## src/hw/rtl/assert_macros.svh

```systemverilog
// Assertion macros used by the light average fire detector RTL
`ifndef ASSERT_MACROS_SVH
`define ASSERT_MACROS_SVH

// Property must hold at every clock edge outside reset.
`define LAFD_ASSERT(label, prop, msg) \
    label: assert property (@(posedge clk) disable iff (!rst_n) prop) \
        else $error(msg);

// Expression must never be true outside reset.
`define LAFD_NEVER(label, expr, msg) \
    label: assert property (@(posedge clk) disable iff (!rst_n) !(expr)) \
        else $error(msg);

`endif

```

## src/hw/rtl/lafd_pkg.sv

```systemverilog
// Types and constants of the light average fire detector
`default_nettype none

package lafd_pkg;

    localparam int LIGHT_W = 12;
    localparam int TEMP_W  = 12;
    localparam int TIME_W  = 32;
    localparam int APB_AW  = 4;
    localparam int APB_DW  = 32;

    // front queue depth, in beats
    localparam int QUEUE_DEPTH = 2;

    // input command codes
    localparam logic CMD_STORE = 1'b0;
    localparam logic CMD_EVAL  = 1'b1;

    // register indexes (paddr[3:2])
    localparam logic [1:0] REG_LIGHT_THR = 2'd0;
    localparam logic [1:0] REG_TEMP_THR  = 2'd1;
    localparam logic [1:0] REG_HOLD_TIME = 2'd2;

    localparam logic [LIGHT_W-1:0] LIGHT_THR_RESET = 12'd3000;
    localparam logic [TEMP_W-1:0]  TEMP_THR_RESET  = 12'd800;
    localparam logic [TIME_W-1:0]  HOLD_TIME_RESET = 32'd5000;

    typedef struct packed {
        logic                     command;
        logic [LIGHT_W-1:0]       light_sample;
        logic signed [TEMP_W-1:0] temperature;
        logic                     temp_valid;
        logic [TIME_W-1:0]        now_ms;
    } in_t;

    typedef struct packed {
        logic               fire;
        logic [LIGHT_W-1:0] light_mean;
    } out_t;

    typedef enum logic {
        OP_STORE,
        OP_EVAL
    } op_kind_t;

    typedef struct packed {
        op_kind_t                 kind;
        logic [LIGHT_W-1:0]       light_sample;
        logic signed [TEMP_W-1:0] temperature;
        logic                     temp_valid;
        logic [TIME_W-1:0]        now_ms;
    } op_t;

    typedef struct packed {
        logic [LIGHT_W-1:0]       light_threshold;
        logic signed [TEMP_W-1:0] temp_threshold;
        logic [TIME_W-1:0]        hold_time_ms;
    } cfg_t;

    typedef enum logic [2:0] {
        B_IDLE,
        B_STORE_RD,
        B_STORE_WR,
        B_DIV,
        B_DECIDE
    } back_state_t;

endpackage

`default_nettype wire

```

## src/hw/rtl/lafd_front.sv

```systemverilog
// Front part: accepts input beats, decodes the command, queues operations
`default_nettype none

module lafd_front (
    input  wire logic           clk,
    input  wire logic           rst_n,
    input  wire logic           in_valid,
    output logic                in_ready,
    input  wire lafd_pkg::in_t  in_data,
    output logic                op_valid,
    input  wire logic           op_ready,
    output lafd_pkg::op_t       op
);
    import lafd_pkg::*;

    localparam int QPW = (QUEUE_DEPTH > 1) ? $clog2(QUEUE_DEPTH) : 1;
    localparam int QCW = $clog2(QUEUE_DEPTH + 1);

    op_t              queue_reg [QUEUE_DEPTH];
    logic [QPW-1:0]   wr_ptr_reg, wr_ptr_next;
    logic [QPW-1:0]   rd_ptr_reg, rd_ptr_next;
    logic [QCW-1:0]   count_reg, count_next;
    op_t              op_in;
    logic             push;
    logic             pop;

    always_comb
    begin
        op_in.kind         = (in_data.command == CMD_EVAL) ? OP_EVAL : OP_STORE;
        op_in.light_sample = in_data.light_sample;
        op_in.temperature  = in_data.temperature;
        op_in.temp_valid   = in_data.temp_valid;
        op_in.now_ms       = in_data.now_ms;
    end

    assign in_ready = (count_reg != QCW'(QUEUE_DEPTH));
    assign op_valid = (count_reg != '0);
    assign op       = queue_reg[rd_ptr_reg];
    assign push     = in_valid && in_ready;
    assign pop      = op_valid && op_ready;

    always_comb
    begin
        wr_ptr_next = wr_ptr_reg;
        rd_ptr_next = rd_ptr_reg;
        count_next  = count_reg;
        if (push)
        begin
            wr_ptr_next = (wr_ptr_reg == QPW'(QUEUE_DEPTH - 1)) ? '0 : wr_ptr_reg + 1'b1;
        end
        if (pop)
        begin
            rd_ptr_next = (rd_ptr_reg == QPW'(QUEUE_DEPTH - 1)) ? '0 : rd_ptr_reg + 1'b1;
        end
        if (push && !pop)
        begin
            count_next = count_reg + 1'b1;
        end
        else if (pop && !push)
        begin
            count_next = count_reg - 1'b1;
        end
    end

    always_ff @(posedge clk or negedge rst_n)
    begin
        if (!rst_n)
        begin
            wr_ptr_reg <= '0;
            rd_ptr_reg <= '0;
            count_reg  <= '0;
        end
        else
        begin
            wr_ptr_reg <= wr_ptr_next;
            rd_ptr_reg <= rd_ptr_next;
            count_reg  <= count_next;
        end
    end

    always_ff @(posedge clk)
    begin
        if (push)
        begin
            queue_reg[wr_ptr_reg] <= op_in;
        end
    end

endmodule

`default_nettype wire

```

## src/hw/rtl/lafd_back.sv

```systemverilog
// Back part: sample window, running sum, serial divider, fire decision
`default_nettype none
`include "assert_macros.svh"

module lafd_back #(
    parameter int WINDOW_DEPTH = 16
) (
    input  wire logic           clk,
    input  wire logic           rst_n,
    input  wire logic           op_valid,
    output logic                op_ready,
    input  wire lafd_pkg::op_t  op,
    input  wire lafd_pkg::cfg_t cfg,
    output logic                out_valid,
    input  wire logic           out_ready,
    output lafd_pkg::out_t      out_data
);
    import lafd_pkg::*;

    localparam int PW  = $clog2(WINDOW_DEPTH);
    localparam int CW  = $clog2(WINDOW_DEPTH + 1);
    localparam int SW  = LIGHT_W + PW;
    localparam int SCW = $clog2(SW);

    logic [LIGHT_W-1:0] sample_mem [WINDOW_DEPTH];
    logic [LIGHT_W-1:0] rd_data_reg;

    back_state_t        state_reg, state_next;
    op_t                op_reg, op_next;
    logic [PW-1:0]      wp_reg, wp_next;
    logic               full_reg, full_next;
    logic [SW-1:0]      sum_reg, sum_next;
    logic [TIME_W-1:0]  last_fire_reg, last_fire_next;
    logic [SW-1:0]      dvd_reg, dvd_next;
    logic [CW:0]        rem_reg, rem_next;
    logic [SW-1:0]      quo_reg, quo_next;
    logic [SCW-1:0]     step_reg, step_next;
    logic               out_valid_reg, out_valid_next;
    out_t               out_data_reg, out_data_next;

    logic [CW-1:0]      win_count;
    logic [CW:0]        rem_sh;
    logic               rem_ge;
    logic               mem_we;
    logic               out_load;
    logic [TIME_W-1:0]  elapsed;
    logic               light_hi;
    logic               temp_hi;
    logic               hit;
    logic               held;

    assign win_count = full_reg ? CW'(WINDOW_DEPTH) : CW'(wp_reg);

    // one restoring division step per cycle
    assign rem_sh = {rem_reg[CW-1:0], dvd_reg[SW-1]};
    assign rem_ge = (rem_sh >= {1'b0, win_count});

    assign light_hi = (quo_reg[LIGHT_W-1:0] >= cfg.light_threshold);
    assign temp_hi  = ($signed(op_reg.temperature) >= $signed(cfg.temp_threshold));
    assign elapsed  = op_reg.now_ms - last_fire_reg;
    assign hit      = op_reg.temp_valid && light_hi && temp_hi;
    assign held     = op_reg.temp_valid && (elapsed < cfg.hold_time_ms);

    assign op_ready  = (state_reg == B_IDLE);
    assign out_valid = out_valid_reg;
    assign out_data  = out_data_reg;

    always_comb
    begin
        state_next     = state_reg;
        op_next        = op_reg;
        wp_next        = wp_reg;
        full_next      = full_reg;
        sum_next       = sum_reg;
        last_fire_next = last_fire_reg;
        dvd_next       = dvd_reg;
        rem_next       = rem_reg;
        quo_next       = quo_reg;
        step_next      = step_reg;
        out_data_next  = out_data_reg;
        mem_we         = 1'b0;
        out_load       = 1'b0;

        unique case (state_reg)
            B_IDLE:
            begin
                if (op_valid)
                begin
                    op_next = op;
                    if (op.kind == OP_STORE)
                    begin
                        state_next = B_STORE_RD;
                    end
                    else if (win_count == '0)
                    begin
                        quo_next   = '0;
                        state_next = B_DECIDE;
                    end
                    else
                    begin
                        dvd_next   = sum_reg;
                        rem_next   = '0;
                        quo_next   = '0;
                        step_next  = SCW'(SW - 1);
                        state_next = B_DIV;
                    end
                end
            end
            B_STORE_RD:
            begin
                // oldest entry lands in rd_data_reg
                state_next = B_STORE_WR;
            end
            B_STORE_WR:
            begin
                mem_we   = 1'b1;
                sum_next = sum_reg - (full_reg ? SW'(rd_data_reg) : '0)
                           + SW'(op_reg.light_sample);
                if (wp_reg == PW'(WINDOW_DEPTH - 1))
                begin
                    wp_next   = '0;
                    full_next = 1'b1;
                end
                else
                begin
                    wp_next = wp_reg + 1'b1;
                end
                state_next = B_IDLE;
            end
            B_DIV:
            begin
                rem_next = rem_ge ? (rem_sh - {1'b0, win_count}) : rem_sh;
                quo_next = {quo_reg[SW-2:0], rem_ge};
                dvd_next = {dvd_reg[SW-2:0], 1'b0};
                step_next = step_reg - 1'b1;
                if (step_reg == '0)
                begin
                    state_next = B_DECIDE;
                end
            end
            B_DECIDE:
            begin
                if (!out_valid_reg || out_ready)
                begin
                    out_load                 = 1'b1;
                    out_data_next.fire       = hit || held;
                    out_data_next.light_mean = quo_reg[LIGHT_W-1:0];
                    if (hit)
                    begin
                        last_fire_next = op_reg.now_ms;
                    end
                    state_next = B_IDLE;
                end
            end
            default:
            begin
                state_next = B_IDLE;
            end
        endcase

        if (out_load)
        begin
            out_valid_next = 1'b1;
        end
        else if (out_ready)
        begin
            out_valid_next = 1'b0;
        end
        else
        begin
            out_valid_next = out_valid_reg;
        end
    end

    always_ff @(posedge clk or negedge rst_n)
    begin
        if (!rst_n)
        begin
            state_reg     <= B_IDLE;
            wp_reg        <= '0;
            full_reg      <= 1'b0;
            sum_reg       <= '0;
            last_fire_reg <= '0;
            out_valid_reg <= 1'b0;
        end
        else
        begin
            state_reg     <= state_next;
            wp_reg        <= wp_next;
            full_reg      <= full_next;
            sum_reg       <= sum_next;
            last_fire_reg <= last_fire_next;
            out_valid_reg <= out_valid_next;
        end
    end

    always_ff @(posedge clk)
    begin
        op_reg       <= op_next;
        dvd_reg      <= dvd_next;
        rem_reg      <= rem_next;
        quo_reg      <= quo_next;
        step_reg     <= step_next;
        out_data_reg <= out_data_next;
    end

    always_ff @(posedge clk)
    begin
        if (mem_we)
        begin
            sample_mem[wp_reg] <= op_reg.light_sample;
        end
        rd_data_reg <= sample_mem[wp_reg];
    end

    `LAFD_NEVER(a_div_empty, (state_reg == B_DIV) && (win_count == '0), "divide by empty window")
    `LAFD_ASSERT(a_out_free, out_load |-> (!out_valid_reg || out_ready), "result overwritten")
    `LAFD_ASSERT(a_full_wrap, $rose(full_reg) |-> (wp_reg == '0), "window filled off wrap")

endmodule

`default_nettype wire

```

## src/hw/rtl/light_average_fire_detector_core.sv

```systemverilog
// Light average fire detector: top level with APB registers
//
// Store beats write a 12-bit light sample into a circular window of
// WINDOW_DEPTH entries; evaluate beats return one result beat with the
// truncated window mean and the fire flag (detection, or still inside the
// hold time after the last detection). A two-beat queue takes input beats
// while the back end works. In the back end a store is taken, then reads
// the oldest entry from the window RAM, then writes the new sample. An
// evaluate is taken, then runs the one-bit-per-cycle divider that forms
// the mean, then decides; with an empty window the division is skipped.
// Registers at byte addresses 0x0 light_threshold, 0x4 temp_threshold,
// 0x8 hold_time_ms; write them only while the block is idle.
`default_nettype none

module light_average_fire_detector_core #(
    parameter int WINDOW_DEPTH = 16
) (
    input  wire logic                           clk,
    input  wire logic                           rst_n,
    input  wire logic                           in_valid,
    output logic                                in_ready,
    input  wire lafd_pkg::in_t                  in_data,
    output logic                                out_valid,
    input  wire logic                           out_ready,
    output lafd_pkg::out_t                      out_data,
    input  wire logic                           psel,
    input  wire logic                           penable,
    input  wire logic                           pwrite,
    input  wire logic [lafd_pkg::APB_AW-1:0]    paddr,
    input  wire logic [lafd_pkg::APB_DW-1:0]    pwdata,
    output logic [lafd_pkg::APB_DW-1:0]         prdata,
    output logic                                pready
);
    import lafd_pkg::*;

    cfg_t       cfg_reg, cfg_next;
    logic       cfg_we;
    logic [1:0] reg_idx;
    logic       op_valid;
    logic       op_ready;
    op_t        op;

    assign pready  = 1'b1;
    assign cfg_we  = psel && penable && pwrite && pready;
    assign reg_idx = paddr[3:2];

    always_comb
    begin
        cfg_next = cfg_reg;
        if (cfg_we)
        begin
            unique case (reg_idx)
                REG_LIGHT_THR: cfg_next.light_threshold = pwdata[LIGHT_W-1:0];
                REG_TEMP_THR:  cfg_next.temp_threshold  = pwdata[TEMP_W-1:0];
                REG_HOLD_TIME: cfg_next.hold_time_ms    = pwdata[TIME_W-1:0];
                default:       cfg_next = cfg_reg;
            endcase
        end
    end

    always_comb
    begin
        unique case (reg_idx)
            REG_LIGHT_THR: prdata = {{(APB_DW - LIGHT_W){1'b0}}, cfg_reg.light_threshold};
            REG_TEMP_THR:  prdata = {{(APB_DW - TEMP_W){cfg_reg.temp_threshold[TEMP_W-1]}},
                                     cfg_reg.temp_threshold};
            REG_HOLD_TIME: prdata = cfg_reg.hold_time_ms;
            default:       prdata = '0;
        endcase
    end

    always_ff @(posedge clk or negedge rst_n)
    begin
        if (!rst_n)
        begin
            cfg_reg.light_threshold <= LIGHT_THR_RESET;
            cfg_reg.temp_threshold  <= TEMP_THR_RESET;
            cfg_reg.hold_time_ms    <= HOLD_TIME_RESET;
        end
        else
        begin
            cfg_reg <= cfg_next;
        end
    end

    lafd_front u_front (
        .clk      (clk),
        .rst_n    (rst_n),
        .in_valid (in_valid),
        .in_ready (in_ready),
        .in_data  (in_data),
        .op_valid (op_valid),
        .op_ready (op_ready),
        .op       (op)
    );

    lafd_back #(
        .WINDOW_DEPTH (WINDOW_DEPTH)
    ) u_back (
        .clk       (clk),
        .rst_n     (rst_n),
        .op_valid  (op_valid),
        .op_ready  (op_ready),
        .op        (op),
        .cfg       (cfg_reg),
        .out_valid (out_valid),
        .out_ready (out_ready),
        .out_data  (out_data)
    );

endmodule

`default_nettype wire
```

## config.mk

```make
export PLATFORM = sky130hd
export DESIGN_NAME = light_average_fire_detector_core
export DESIGN_NICKNAME = d
export VERILOG_FILES = /design/src/hw/rtl/lafd_pkg.sv /design/src/hw/rtl/lafd_front.sv /design/src/hw/rtl/lafd_back.sv /design/src/hw/rtl/light_average_fire_detector_core.sv
export VERILOG_INCLUDE_DIRS = /design/src /design/src/hw/rtl
export SDC_FILE = /design/constraint.sdc
export NUM_CORES = 1
export LEC_CHECK = 0
export BUFFER_PORTS_ARGS = -buffer_cell sky130_fd_sc_hd__buf_4
export CORE_AREA = 2 2 316 193
export CTS_CLUSTER_SIZE = 8
export DETAILED_ROUTE_END_ITERATION = 12
export DIE_AREA = 0 0 318 195
export MAX_ROUTING_LAYER = met4
export SLEW_MARGIN = 25
export SYNTH_ARGS = -nofsm -noshare
export SYNTH_HDL_FRONTEND = slang
export SYNTH_SLANG_ARGS = --single-unit
export TNS_END_PERCENT = 100
```

## constraint.sdc

```tcl
create_clock -name clk -period 4.7 [get_ports clk]
set_input_delay 1.41 -clock clk [delete_from_list [all_inputs] [get_ports clk]]
set_output_delay 1.41 -clock clk [all_outputs]
set_load 0.05 [all_outputs]
```

* After elaboration in Yosys (flattened, before gate mapping)
Memory sizes are Yosys's and may differ from the RTL's. A register that Yosys moved wholly into a read port is not among the register bits. Cells that the tools add are included.
Cells by class: $add $sub $neg 10, $lt $le $gt $ge 4, equal/unequal tests 13, muxes and demuxes 40, reductions and logical operators 32
Operators with widths (count):
- $pmux 32 s3 | 1
- $mux 16 | 3
- $mux 12 | 3
- $lt 32x32->1 | 1
- $pmux 16 s2 | 1
- $sub 32x32->32 | 1
- $mux 5 | 5
- $ge 12x12->1 | 2
- $pmux 12 s2 | 1
- $add 16x12->16 | 1
- $mux 4 | 4
- $sub 16x16->16 | 1
- $mux 3 | 5
- $mux 1 | 12
- $pmux 3 s4 | 1
- $reduce_and 2->1 | 6
- $pmux 5 s2 | 1
- $logic_and 1x1->1 | 9
- $reduce_and 3->1 | 3
- $ne 2x1->1 const B | 4
- $pmux 4 s2 | 1
- $reduce_bool 2->1 | 4
- $eq 3x2->1 const B | 2
- $ge 6x5->1 | 1
- 20 further kinds | 26
Storage, ports and cells: flip-flop bits (word level) 224, RAM bits 308, input bits 101, output and inout bits 48, word-level logic and storage cells 123, memories kept 2
Memory list:
- u_back.sample_mem | words 16, width 12, rd ports 1, clocked after Yosys merged registers in 1, wr ports 1, RTL line lafd_back.sv:25 | logic [LIGHT_W-1:0] sample_mem [WINDOW_DEPTH];
- u_front.queue_reg | words 2, width 58, rd ports 1, clocked after Yosys merged registers in 0, wr ports 1, RTL line lafd_front.sv:19 | op_t queue_reg [QUEUE_DEPTH];

* Logic depth before layout (Yosys ltp)
Gate-level depths: netlist of the first run.
depth after elaboration 6, gate-level depth with buffers 21, gate-level depth less buffers 21

* By module
From an unflattened synthesis of the first run, not the netlist that was laid out.
Second synthesis, totals: cell total of the unflattened synthesis 1697, area total of the unflattened synthesis 24921.4 um^2
By module, submodules not included:
- lafd_back | instances 1, cells each 1308, area each 17879.6 um^2, sequential area each 10645.2 um^2
- lafd_front | instances 1, cells each 199, area each 4425.5 um^2, sequential area each 3583.4 um^2
- light_average_fire_detector_core | instances 1, cells each 190, area each 2616.3 um^2, sequential area each 1420.1 um^2

* Least setup slack after synthesis of the first run
Ideal clock, no wire load.
path kind in2out, start point input port paddr[2] in the netlist's numbering, end point output port prdata[10] in the netlist's numbering, arrival 3358 ps, required time 3290 ps, path slack -68 ps, stages on the path 4, path buffers 2, cells stage by stage clkbuf_1 -> clkbuf_1 -> mux2i_1 -> o21ai_0
On the way: cells in the longest elaborated chain, start to end 2, elaborated cells between the ends (all ways) 4, those cells by class eq/ne (2); mux (1); reduce/logical (1)
RTL lines:
- start: declaration | RTL line light_average_fire_detector_core.sv:29 | input wire logic [lafd_pkg::APB_AW-1:0] paddr,
- $eq 2x2->1, or another cell as far along | RTL line light_average_fire_detector_core.sv:63 | unique case (reg_idx)
- $pmux 32 s3 * | RTL line light_average_fire_detector_core.sv:63
- end: declaration | RTL line light_average_fire_detector_core.sv:31 | output logic [lafd_pkg::APB_DW-1:0] prdata,
Mark *: on every way between the ends. The rest lies on a longest branch, timed or not.

* Worst setup path after layout of the first run
start point register u_back.op_reg[0] in the netlist's numbering, end point register u_back.out_data_reg, in the netlist u_back.out_data[12], data pin
On the way: cells in the longest elaborated chain, start to end 4
RTL lines:
- start: declaration | RTL line lafd_back.sv:29 | op_t op_reg, op_next;
- start signal: assignment | RTL line lafd_back.sv:199 | op_reg <= op_next;
- $sub 32x32->32 | RTL line lafd_back.sv:60 | assign elapsed = op_reg.now_ms - last_fire_reg;
- $lt 32x32->1 | RTL line lafd_back.sv:62 | assign held = op_reg.temp_valid && (elapsed < cfg.hold_time_ms);
- $logic_and 1x1->1 | RTL line lafd_back.sv:62
- $logic_or 1x1->1 | RTL line lafd_back.sv:146 | out_data_next.fire = hit || held;
- end signal: assignment | RTL line lafd_back.sv:204 | out_data_reg <= out_data_next;
- end: declaration | RTL line lafd_back.sv:39 | out_t out_data_reg, out_data_next;
No other way between the ends. A chain may end at the register's enable or synchronous reset.

==> results.md, run 1 <==
- Outcome: complete, no violations
- Commonest non-fill, non-tap cell in the layout: edfxtp_1
- DRT antenna net count: 0
- Post-synth EDFFs: 415
- Rel. slew slack: 0.268
- Initial antenna violation count: 1
- Congestion Overflow GR: 0
- Final setup viols: 0
- Synth Cell Area: 24,700 sq um
- Dpl hpwl: 39,200 um
- Number of flip-flops in the largest register: 192
- Commonest non-fill, non-tap cells in the layout: edfxtp_1 (415), buf_4 (165), inv_1 (160)
- Root Buffer: clkbuf_16
- R2R Path Start: u_back.op_reg[0]$_DFFE_PP_
- Number of fill cells in the layout: 5,077
- Total global-route track usage: 0.193
- Reg2Reg Setup Slack: 280 ps
- Maximum clock frequency: 226 MHz
- Top_reg_cell synth: edfxtp_1
- Post-Syn Nets: 1,967
- Crit path required time: 5020 ps
- Hold EP: u_back.sum_reg[15]$_DFFE_PN0P_
- CP Class: reg2reg
- Arrival @ worst endpoint: 4750 ps
- Sequential area share after synthesis: 0.635
- Layout Skew: 30.4 ps
- Vias per cell: 5.25
- Setup Buffers After CTS: 0
- Pins Over Slew Limit: 0
- Drt wl/cell: 20.8 um
- Gpl congestion: 0.870
- Site Rows: 69
- Power Dens Cells: 818 nW/um^2
- Die Ht: 195 um
- Startpoint types: flip-flop
- Least-Margin Pin Slew: 1100 ps
- Number of diodes: 0
- Sink Count: 544
- Hold_buf cts: 0
- LEAKAGE: 11.3 nW
- First-pass GRT wire length: 87,500 um
- Vias in the first global route: 14,400
- Fin crit share: 0.941
- TNS Setup: 0 ps
- Via count: 14,500
- Max VDD drop: 409 uV
- DRT iter0 DRCs: 1,257
- H-tree levels: 3
- Unrepaired setup endpoints after global routing: false
- Min Hold Slack: 472 ps
- DRT Pass-1 Iters: 5
- Worst Reg-to-Reg Cells: 20
- Reg2Reg Capture Point: u_back.out_data[12]$_DFFE_PP_
- Hold Crit Start: u_back.sum_reg[15]$_DFFE_PN0P_
- Mean post-synth cell area: 14.2 sq um
- Residual DRC: 0
- TritonCTS clock tree: done
- Count of cell types in the netlist: 66
- Hold Path Cell Cnt: 1
- Maximum fanout along the worst path: 3
- Input/output buffers: 145
- Max-cap violations: 0
- Worst-path clk slew: 50 ps
- Yosys warning total: 0
- Starting Density: 0.419
- Fin nets: 2,146
- Share of flip-flops with an asynchronous set or reset: 0.215
- Fraction of layout cells with a size suffix above 1: 0.235
- Die Area: 62,000 sq um
- Worst Setup End Kind: flip-flop
- Die Span X: 318 um
- Core Region: 58,800 sq um
- Hold Crit Class: reg2reg
- Yosys reg bits: 544
- Detailed Route WL: 57,300 um
- Max Root-Sink Buffers: 3
- Post-Synthesis Cells: 1,739
- Final hold vios: 0
- I/O pin count: 149
- CTS buffer count: 77
- Final min period: 4420 ps
- Clk_lat worst skew: 610 ps
- Pin count of the biggest net entering global routing: 64
- Area grow syn2layout: 17.5%
## synth_stat cells (13+ instances only)
| cell | number | area, sq um |
|---|---|---|
| nor3_1 | 15 | 75.1 |
| mux4_2 | 60 | 1350 |
| dfstp_2 | 15 | 394 |
| nand2_1 | 128 | 480 |
| xnor2_1 | 34 | 298 |
| xor2_1 | 20 | 175 |
| dfrtp_1 | 102 | 2550 |
| a21oi_1 | 58 | 290 |
| a21o_1 | 55 | 413 |
| nor2_1 | 44 | 165 |
| nand3_1 | 13 | 65.1 |
| fa_1 | 14 | 280 |
| mux2_2 | 102 | 1150 |
| and2_1 | 43 | 269 |
| inv_1 | 161 | 604 |
| clkbuf_1 | 50 | 188 |
| nand4_1 | 19 | 119 |
| edfxtp_1 | 415 | 12500 |
| mux2i_1 | 13 | 130 |
| ha_1 | 113 | 1410 |
| o21ai_0 | 121 | 606 |
## worst max-delay path, cell delays in order (launching register included)
cell	delay [ps]
edfxtp_1	400
inv_1	70
ha_1	160
inv_1	60
fa_1	440
a211oi_2	250
o211ai_1	210
a31oi_2	240
o31ai_1	170
o311ai_1	320
nor2b_4	240
xnor2_2	120
ha_1	340
nand4_1	120
nor2_1	100
nand2_1	80
or2_2	310
o221ai_1	190
a211o_1	120
a211o_1	130
o32ai_1	70
## layer usage
metal  wire [um]  vias up  GRT usage
met5           0        -          -
met4         907        0     0.0455
met3        4110       84     0.0445
met2       22400      426      0.243
met1       29900     7239      0.307
li1            -     6724          -
## through the flow
step	utilization	power (mW)	instances	area, sq um	worst slack [ps]
2_1_floorplan	-	15.2	1739	24700	274
3_3_place_gp	0.454	18.1	2620	26700	111
3_5_place_dp	0.454	18.4	2620	26700	17.1
4_1_cts	0.492	23.7	2756	29000	28.2
5_1_grt	0.493	25.3	2756	29000	21.2
6_report	0.493	23.7	2756	29000	276
## report_power, final
part | internal [mW] | switching, mW | total [mW]
combinational | 4.30 | 6.33 | 10.6
sequential | 7.04 | 0.866 | 7.91
clock | 3.10 | 2.06 | 5.16
## repair_timing
item | in CTS | in global routing
resized for setup | 1 | 7
setup endpoints to repair | 1 | 1
pin swaps | 0 | 2
## final cells by class
cell class / instances / area (sq um) / area share
tap: 781 / 977 / 0.0337
multi-input combinational: 966 / 8200 / 0.283
clock buffer: 130 / 2150 / 0.0741
clock inverter: 6 / 100 / 0.00345
inverter: 161 / 604 / 0.0209
timing repair buffer: 168 / 1300 / 0.0448
sequential: 544 / 15700 / 0.540
## logic make-up after synthesis
kind of cell / Yosys count / synth area share
flops: 544 / 0.635
simple gates: 317 / 0.0630
compound gates: 291 / 0.0711
buf+inv: 229 / 0.0363
mux: 176 / 0.107
fa+ha+maj: 127 / 0.0687
xor+xnor: 54 / 0.0192
other cells: 1 / 0.000152
## worst max path at each step
stage               slack [ps]  cells after the start                                 from                                 to
finish                     280                     20           u_back.op_reg[0]$_DFFE_PP_      u_back.out_data[12]$_DFFE_PP_
global route                20                     19  u_back.last_fire_reg[1]$_DFFE_PN0P_      u_back.out_data[12]$_DFFE_PP_
CTS                         30                     20           u_back.op_reg[0]$_DFFE_PP_      u_back.out_data[12]$_DFFE_PP_
detailed placement          20                     20           u_back.op_reg[0]$_DFFE_PP_      u_back.out_data[12]$_DFFE_PP_
global placement           110                     20           u_back.op_reg[0]$_DFFE_PP_      u_back.out_data[12]$_DFFE_PP_
floorplan                  270                      2                             in_valid  u_front.queue_reg[0][0]$_DFFE_PP_
Power figures use the tool's default switching activity.
==> run 2, diff against run 1 <==
--- a/config.mk
+++ b/config.mk
@@ -7,10 +7,10 @@
 export NUM_CORES = 1
 export LEC_CHECK = 0
 export BUFFER_PORTS_ARGS = -buffer_cell sky130_fd_sc_hd__buf_4
-export CORE_AREA = 2 2 316 193
+export CORE_AREA = 2 2 246 248
 export CTS_CLUSTER_SIZE = 8
 export DETAILED_ROUTE_END_ITERATION = 12
-export DIE_AREA = 0 0 318 195
+export DIE_AREA = 0 0 248 250
 export MAX_ROUTING_LAYER = met4
 export SLEW_MARGIN = 25
 export SYNTH_ARGS = -nofsm -noshare
==> results.md, run 2 (synthesis results as in run 1) <==
- Die Span X: 248 um
- Root Buffer: clkbuf_16
- Crit path required time: 5120 ps
- CP Class: reg2reg
- Startpoint types: flip-flop
- H-tree levels: 3
- Final instance area: 29,000 sq um
- Max Root-Sink Buffers: 3
- DRT Pass-1 Iters: 5
- Area grow syn2layout: 17.7%
- Arrival @ worst endpoint: 4720 ps
- Least-Margin Pin Slew: 1010 ps
- Worst Setup End Kind: flip-flop
- Int Pwr: 14.5 mW
- Max VDD drop: 391 uV
- Clk_lat worst skew: 620 ps
- Outcome: complete, no violations
- Fin nets: 2,145
- DRT antenna net count: 0
- Vias per cell: 5.17
- Number of flip-flops in the largest register: 192
- Max-cap violations: 0
- DRT iter0 DRCs: 1,006
- CTS buffer count: 78
- Fraction of layout cells with a size suffix above 1: 0.233
- Total global-route track usage: 0.186
- Switching Fraction: 0.373
- Die Area: 62,000 sq um
- Pin count of the biggest net entering global routing: 73
- Maximum clock frequency: 233 MHz
- Hold Crit Class: reg2reg
- Final setup viols: 0
- Rel. slew slack: 0.323
- Switch Pwr: 8.61 mW
- TNS Setup: 0 ps
- Worst-path clk slew: 50 ps
- Number of diodes: 0
- Die Ht: 250 um
- Gpl congestion: 0.867
- Final min period: 4300 ps
- I/O pin count: 149
- Via count: 14,300
- Pins Over Slew Limit: 0
- Power share of the sequential group: 0.343
- TritonCTS clock tree: done
- Maximum fanout along the worst path: 3
- Input/output buffers: 145
- Unrepaired setup endpoints after global routing: false
- LEAKAGE: 11.3 nW
- Combinational Power Share: 0.429
- First-pass GRT wire length: 85,000 um
- Fin crit share: 0.914
- Drt wl/cell: 19.7 um
- Vias in the first global route: 14,900
- Core Region: 59,600 sq um
- Residual DRC: 0
- Cell area after placement: 26,700 sq um
- Detailed Route WL: 54,500 um
- Final hold vios: 0
- Initial antenna violation count: 1
- Starting Density: 0.414
- Clk pwr share: 0.228
- Commonest non-fill, non-tap cell in the layout: edfxtp_1
- Congestion Overflow GR: 0
- Power Dens Cells: 795 nW/um^2
- Dpl hpwl: 35,700 um
- Commonest non-fill, non-tap cells in the layout: edfxtp_1 (415), buf_4 (164), inv_1 (160)
- Sink Count: 544
- Site Rows: 90
- Layout Skew: 20.5 ps
run 2: layout make-up:
type                       instances  area [sq um]
clock buffer                     136          2190
timing repair buffer             166          1260
fill                            5173         30500
clock inverter                     8           156
inverter                         161           604
tap                              782           978
sequential                       544         15700
multi-input combinational        966          8180
run 2: path summary, 6_finish.rpt:
kind                                                 start                             to  slack, ps  cells after the start
setup / recovery                u_back.op_reg[0]$_DFFE_PP_  u_back.out_data[12]$_DFFE_PP_        400                     20
hold / removal             u_back.quo_reg[0]$_SDFFCE_PN0P_   u_back.out_data[0]$_DFFE_PP_        460                      0
setup reg to reg                u_back.op_reg[0]$_DFFE_PP_  u_back.out_data[12]$_DFFE_PP_        400                     20
hold reg to reg            u_back.quo_reg[0]$_SDFFCE_PN0P_   u_back.out_data[0]$_DFFE_PP_        460                      0
max in group asynchronous                            rst_n         cfg_reg[8]$_DFFE_PN1P_       3010                      2
min in group asynchronous                            rst_n   u_back.out_valid$_DFFE_PN0P_        850                      1
run 2: timing repair:
action	4_1_cts	5_1_grt
setup buffers	0	1
resized for setup	0	3
hold buffers	0	0
endpoints found under the setup margin	0	1
run 2: power groups by stage:
stage	clock (mW)	sequential [mW]	combinational, mW
after global routing	5.63	8.09	11.2
after floorplan	0	7.68	7.50
after CTS	5.40	7.94	9.92
after global placement	0	7.93	9.66
after detailed placement	0	8.01	9.87
final	5.27	7.91	9.89
run 2: per-layer routing:
metal	GRT usage	up-vias	part of all wire
met2	0.278	376	0.46
met3	0.0328	106	0.055
met4	0.0628	0	0.027
met5	-	-	0
li1	-	6717	-
met1	0.256	7097	0.46
run 2: stage by stage:
stage / hold slack (ps) / utilization / power (mW) / cells / setup WS (ps)
6_report: 458 / 0.487 / 23.1 / 2763 / 404
5_1_grt: 471 / 0.487 / 24.9 / 2763 / 14.1
4_1_cts: 460 / 0.487 / 23.3 / 2762 / 123
3_5_place_dp: 453 / 0.447 / 17.9 / 2618 / 189
3_3_place_gp: 441 / 0.447 / 17.6 / 2618 / 227
2_1_floorplan: 426 / - / 15.2 / 1739 / 274
run 2: critical path, cell delays in order, from the launching register on:
cell and delay, ps:
edfxtp_1 400, inv_1 80, ha_1 160, inv_1 50, fa_1 420, a211oi_2 230
o211ai_1 190, a31oi_2 250, o21ai_0 180, a31oi_1 250, nor3_1 80, nor2_1 140
xnor2_1 150, ha_1 270, a21o_1 170, a21o_1 180, a21oi_1 160, nor2_1 60
a211o_1 270, a211o_1 300, o32ai_1 110
==> run 3, diff against run 2 <==
--- a/config.mk
+++ b/config.mk
@@ -7,11 +7,15 @@
 export NUM_CORES = 1
 export LEC_CHECK = 0
 export BUFFER_PORTS_ARGS = -buffer_cell sky130_fd_sc_hd__buf_4
+export CELL_PAD_IN_SITES_DETAIL_PLACEMENT = 1
+export CELL_PAD_IN_SITES_GLOBAL_PLACEMENT = 1
 export CORE_AREA = 2 2 246 248
 export CTS_CLUSTER_SIZE = 8
 export DETAILED_ROUTE_END_ITERATION = 12
 export DIE_AREA = 0 0 248 250
+export GPL_TIMING_DRIVEN = 0
 export MAX_ROUTING_LAYER = met4
+export PLACE_DENSITY_LB_ADDON = 0.1
 export SLEW_MARGIN = 25
 export SYNTH_ARGS = -nofsm -noshare
 export SYNTH_HDL_FRONTEND = slang
==> results.md, run 3 (synthesis results as in run 1) <==
- Pin count of the biggest net entering global routing: 73
- Die Ht: 250 um
- Rel. slew slack: 0.323
- Crit path required time: 3290 ps
- Final WS setup: 236 ps
- Commonest non-fill, non-tap cells in the layout: edfxtp_1 (415), inv_1 (160), buf_4 (148)
- Max VDD drop: 429 uV
- Pins Over Slew Limit: 0
- CP Class: in2out
- DRT iter0 DRCs: 741
- H-tree levels: 3
- Residual DRC: 0
- CTS buffer count: 78
- Startpoint types: input pin
- Pre-CTS worst setup slack: -62.5 ps
- Total power: 23.6 mW
- Clk_lat worst skew: 610 ps
- Die Span X: 248 um
- Arrival @ worst endpoint: 3050 ps
- Slowest stage delay, CP: 590 ps
- Hold Crit Class: reg2reg
- LEAKAGE: 11.4 nW
- I/O pin count: 149
- Final hold vios: 0
- Power Dens Cells: 807 nW/um^2
- Maximum fanout along the worst path: 10
- Vias per cell: 5.13
- Number of flip-flops in the largest register: 192
- TNS Setup: 0 ps
- Worst-path clk slew: 50 ps
- Max-cap violations: 0
- Site Rows: 90
- Final instance area: 29,300 sq um
- Area grow syn2layout: 18.8%
- Core Region: 59,600 sq um
- Via count: 14,500
- Root Buffer: clkbuf_16
- Hold_buf cts: 0
- Final setup viols: 0
- Unrepaired setup endpoints after global routing: false
- Gpl congestion: 0.821
- Crit path depth: 5
- Fin nets: 2,202
- Fraction of layout cells with a size suffix above 1: 0.226
- Drt wl/cell: 21.0 um
- Fin crit share: 0.950
- Dpl hpwl: 43,300 um
- TritonCTS clock tree: done
- Outcome: complete, no violations
- Die Area: 62,000 sq um
- Starting Density: 0.414
- Worst path slowest cell: clkbuf_1
- Vias in the first global route: 15,600
- Cell area after placement: 26,900 sq um
- Total global-route track usage: 0.201
- Worst path bufs/invs: 3
- Initial antenna violation count: 2
- Layout Skew: 18.7 ps
- Worst path most repeated cell: clkbuf_1
- Worst Setup End Kind: output port
- First-pass GRT wire length: 92,200 um
- Final min period: 4460 ps
- Sink Count: 544
- Delay-heaviest family, CP: buffers and inverters
- Final Util: 0.492
- Detailed Route WL: 59,100 um
- Worst Reg-to-Reg Cells: 18
- Hold Path Cell Cnt: 0
- Commonest non-fill, non-tap cell in the layout: edfxtp_1
- CP cell instances: clkbuf_1, clkbuf_1, mux2i_1, o21ai_1, buf_4
- Least-Margin Pin Slew: 1020 ps
- Max Root-Sink Buffers: 3
- Number of fill cells in the layout: 5,938
- Congestion Overflow GR: 0
- Maximum clock frequency: 224 MHz
- DRT antenna net count: 0
- DRT Pass-1 Iters: 5
- Input/output buffers: 144
==> run 3: changes by cell type in the layout (fill, tap and decap cells not counted), moves of 2 or more <==
cell	change
buf_1	+6
buf_12	+2
buf_16	+3
buf_2	+8
buf_4	-16
buf_6	+2
buf_8	+2
clkbuf_1	+43
clkbuf_8	+2
dfrtp_1	+3
dfrtp_2	-2
diode_2	+2
nor3b_1	+2
nor3b_2	-2
==> run 3: layout make-up <==
type / instances / area [sq um] / share of cell area
Multi-Input combinational cell: 966 / 8170 / 0.279
Antenna cell: 2 / 5.00 / 0.000171
Clock inverter: 7 / 151 / 0.00517
Clock buffer: 130 / 2170 / 0.0740
Inverter: 161 / 607 / 0.0207
Buffer: 68 / 292 / 0.00995
Tap cell: 782 / 978 / 0.0334
Sequential cell: 544 / 15600 / 0.534
Timing Repair Buffer: 155 / 1280 / 0.0436
==> run 3: power by group <==
| group | switching (mW) | internal, mW |
|---|---|---|
| sequential | 0.814 | 7.04 |
| combinational | 6.11 | 4.43 |
| clock | 2.08 | 3.15 |
==> run 3: path summary, 6_finish.rpt <==
check,start,slack [ps],to
setup / recovery,paddr[2],240,prdata[5]
hold / removal,u_back.quo_reg[0]$_SDFFCE_PN0P_,470,u_back.out_data[0]$_DFFE_PP_
setup reg to reg,u_back.op_reg[8]$_DFFE_PP_,300,u_back.out_data[12]$_DFFE_PP_
hold reg to reg,u_back.quo_reg[0]$_SDFFCE_PN0P_,470,u_back.out_data[0]$_DFFE_PP_
max in group asynchronous,rst_n,3230,u_back.out_valid$_DFFE_PN0P_
min in group asynchronous,rst_n,710,cfg_reg[32]$_DFFE_PN0P_
==> run 3: what timing repair did <==
| item | in CTS | in global routing |
|---|---|---|
| setup endpoints to repair | 1 | 1 |
| pin swaps | 1 | 5 |
| setup buffers | 0 | 4 |
| gates resized for setup | 1 | 6 |
==> run 3: per-stage QoR <==
| stage | instances | hold WS (ps) |
|---|---|---|
| 3_3_place_gp | 2665 | 454 |
| 3_5_place_dp | 2672 | 463 |
| 2_1_floorplan | 1739 | 426 |
| 5_1_grt | 2815 | 492 |
| 4_1_cts | 2809 | 473 |
| 6_report | 2815 | 467 |
==> run 3: metal layers <==
metal | wire, um | GRT usage
met5 | 0 | -
met4 | 1070 | 0.0554
met3 | 2230 | 0.0313
met2 | 27100 | 0.303
met1 | 28700 | 0.284
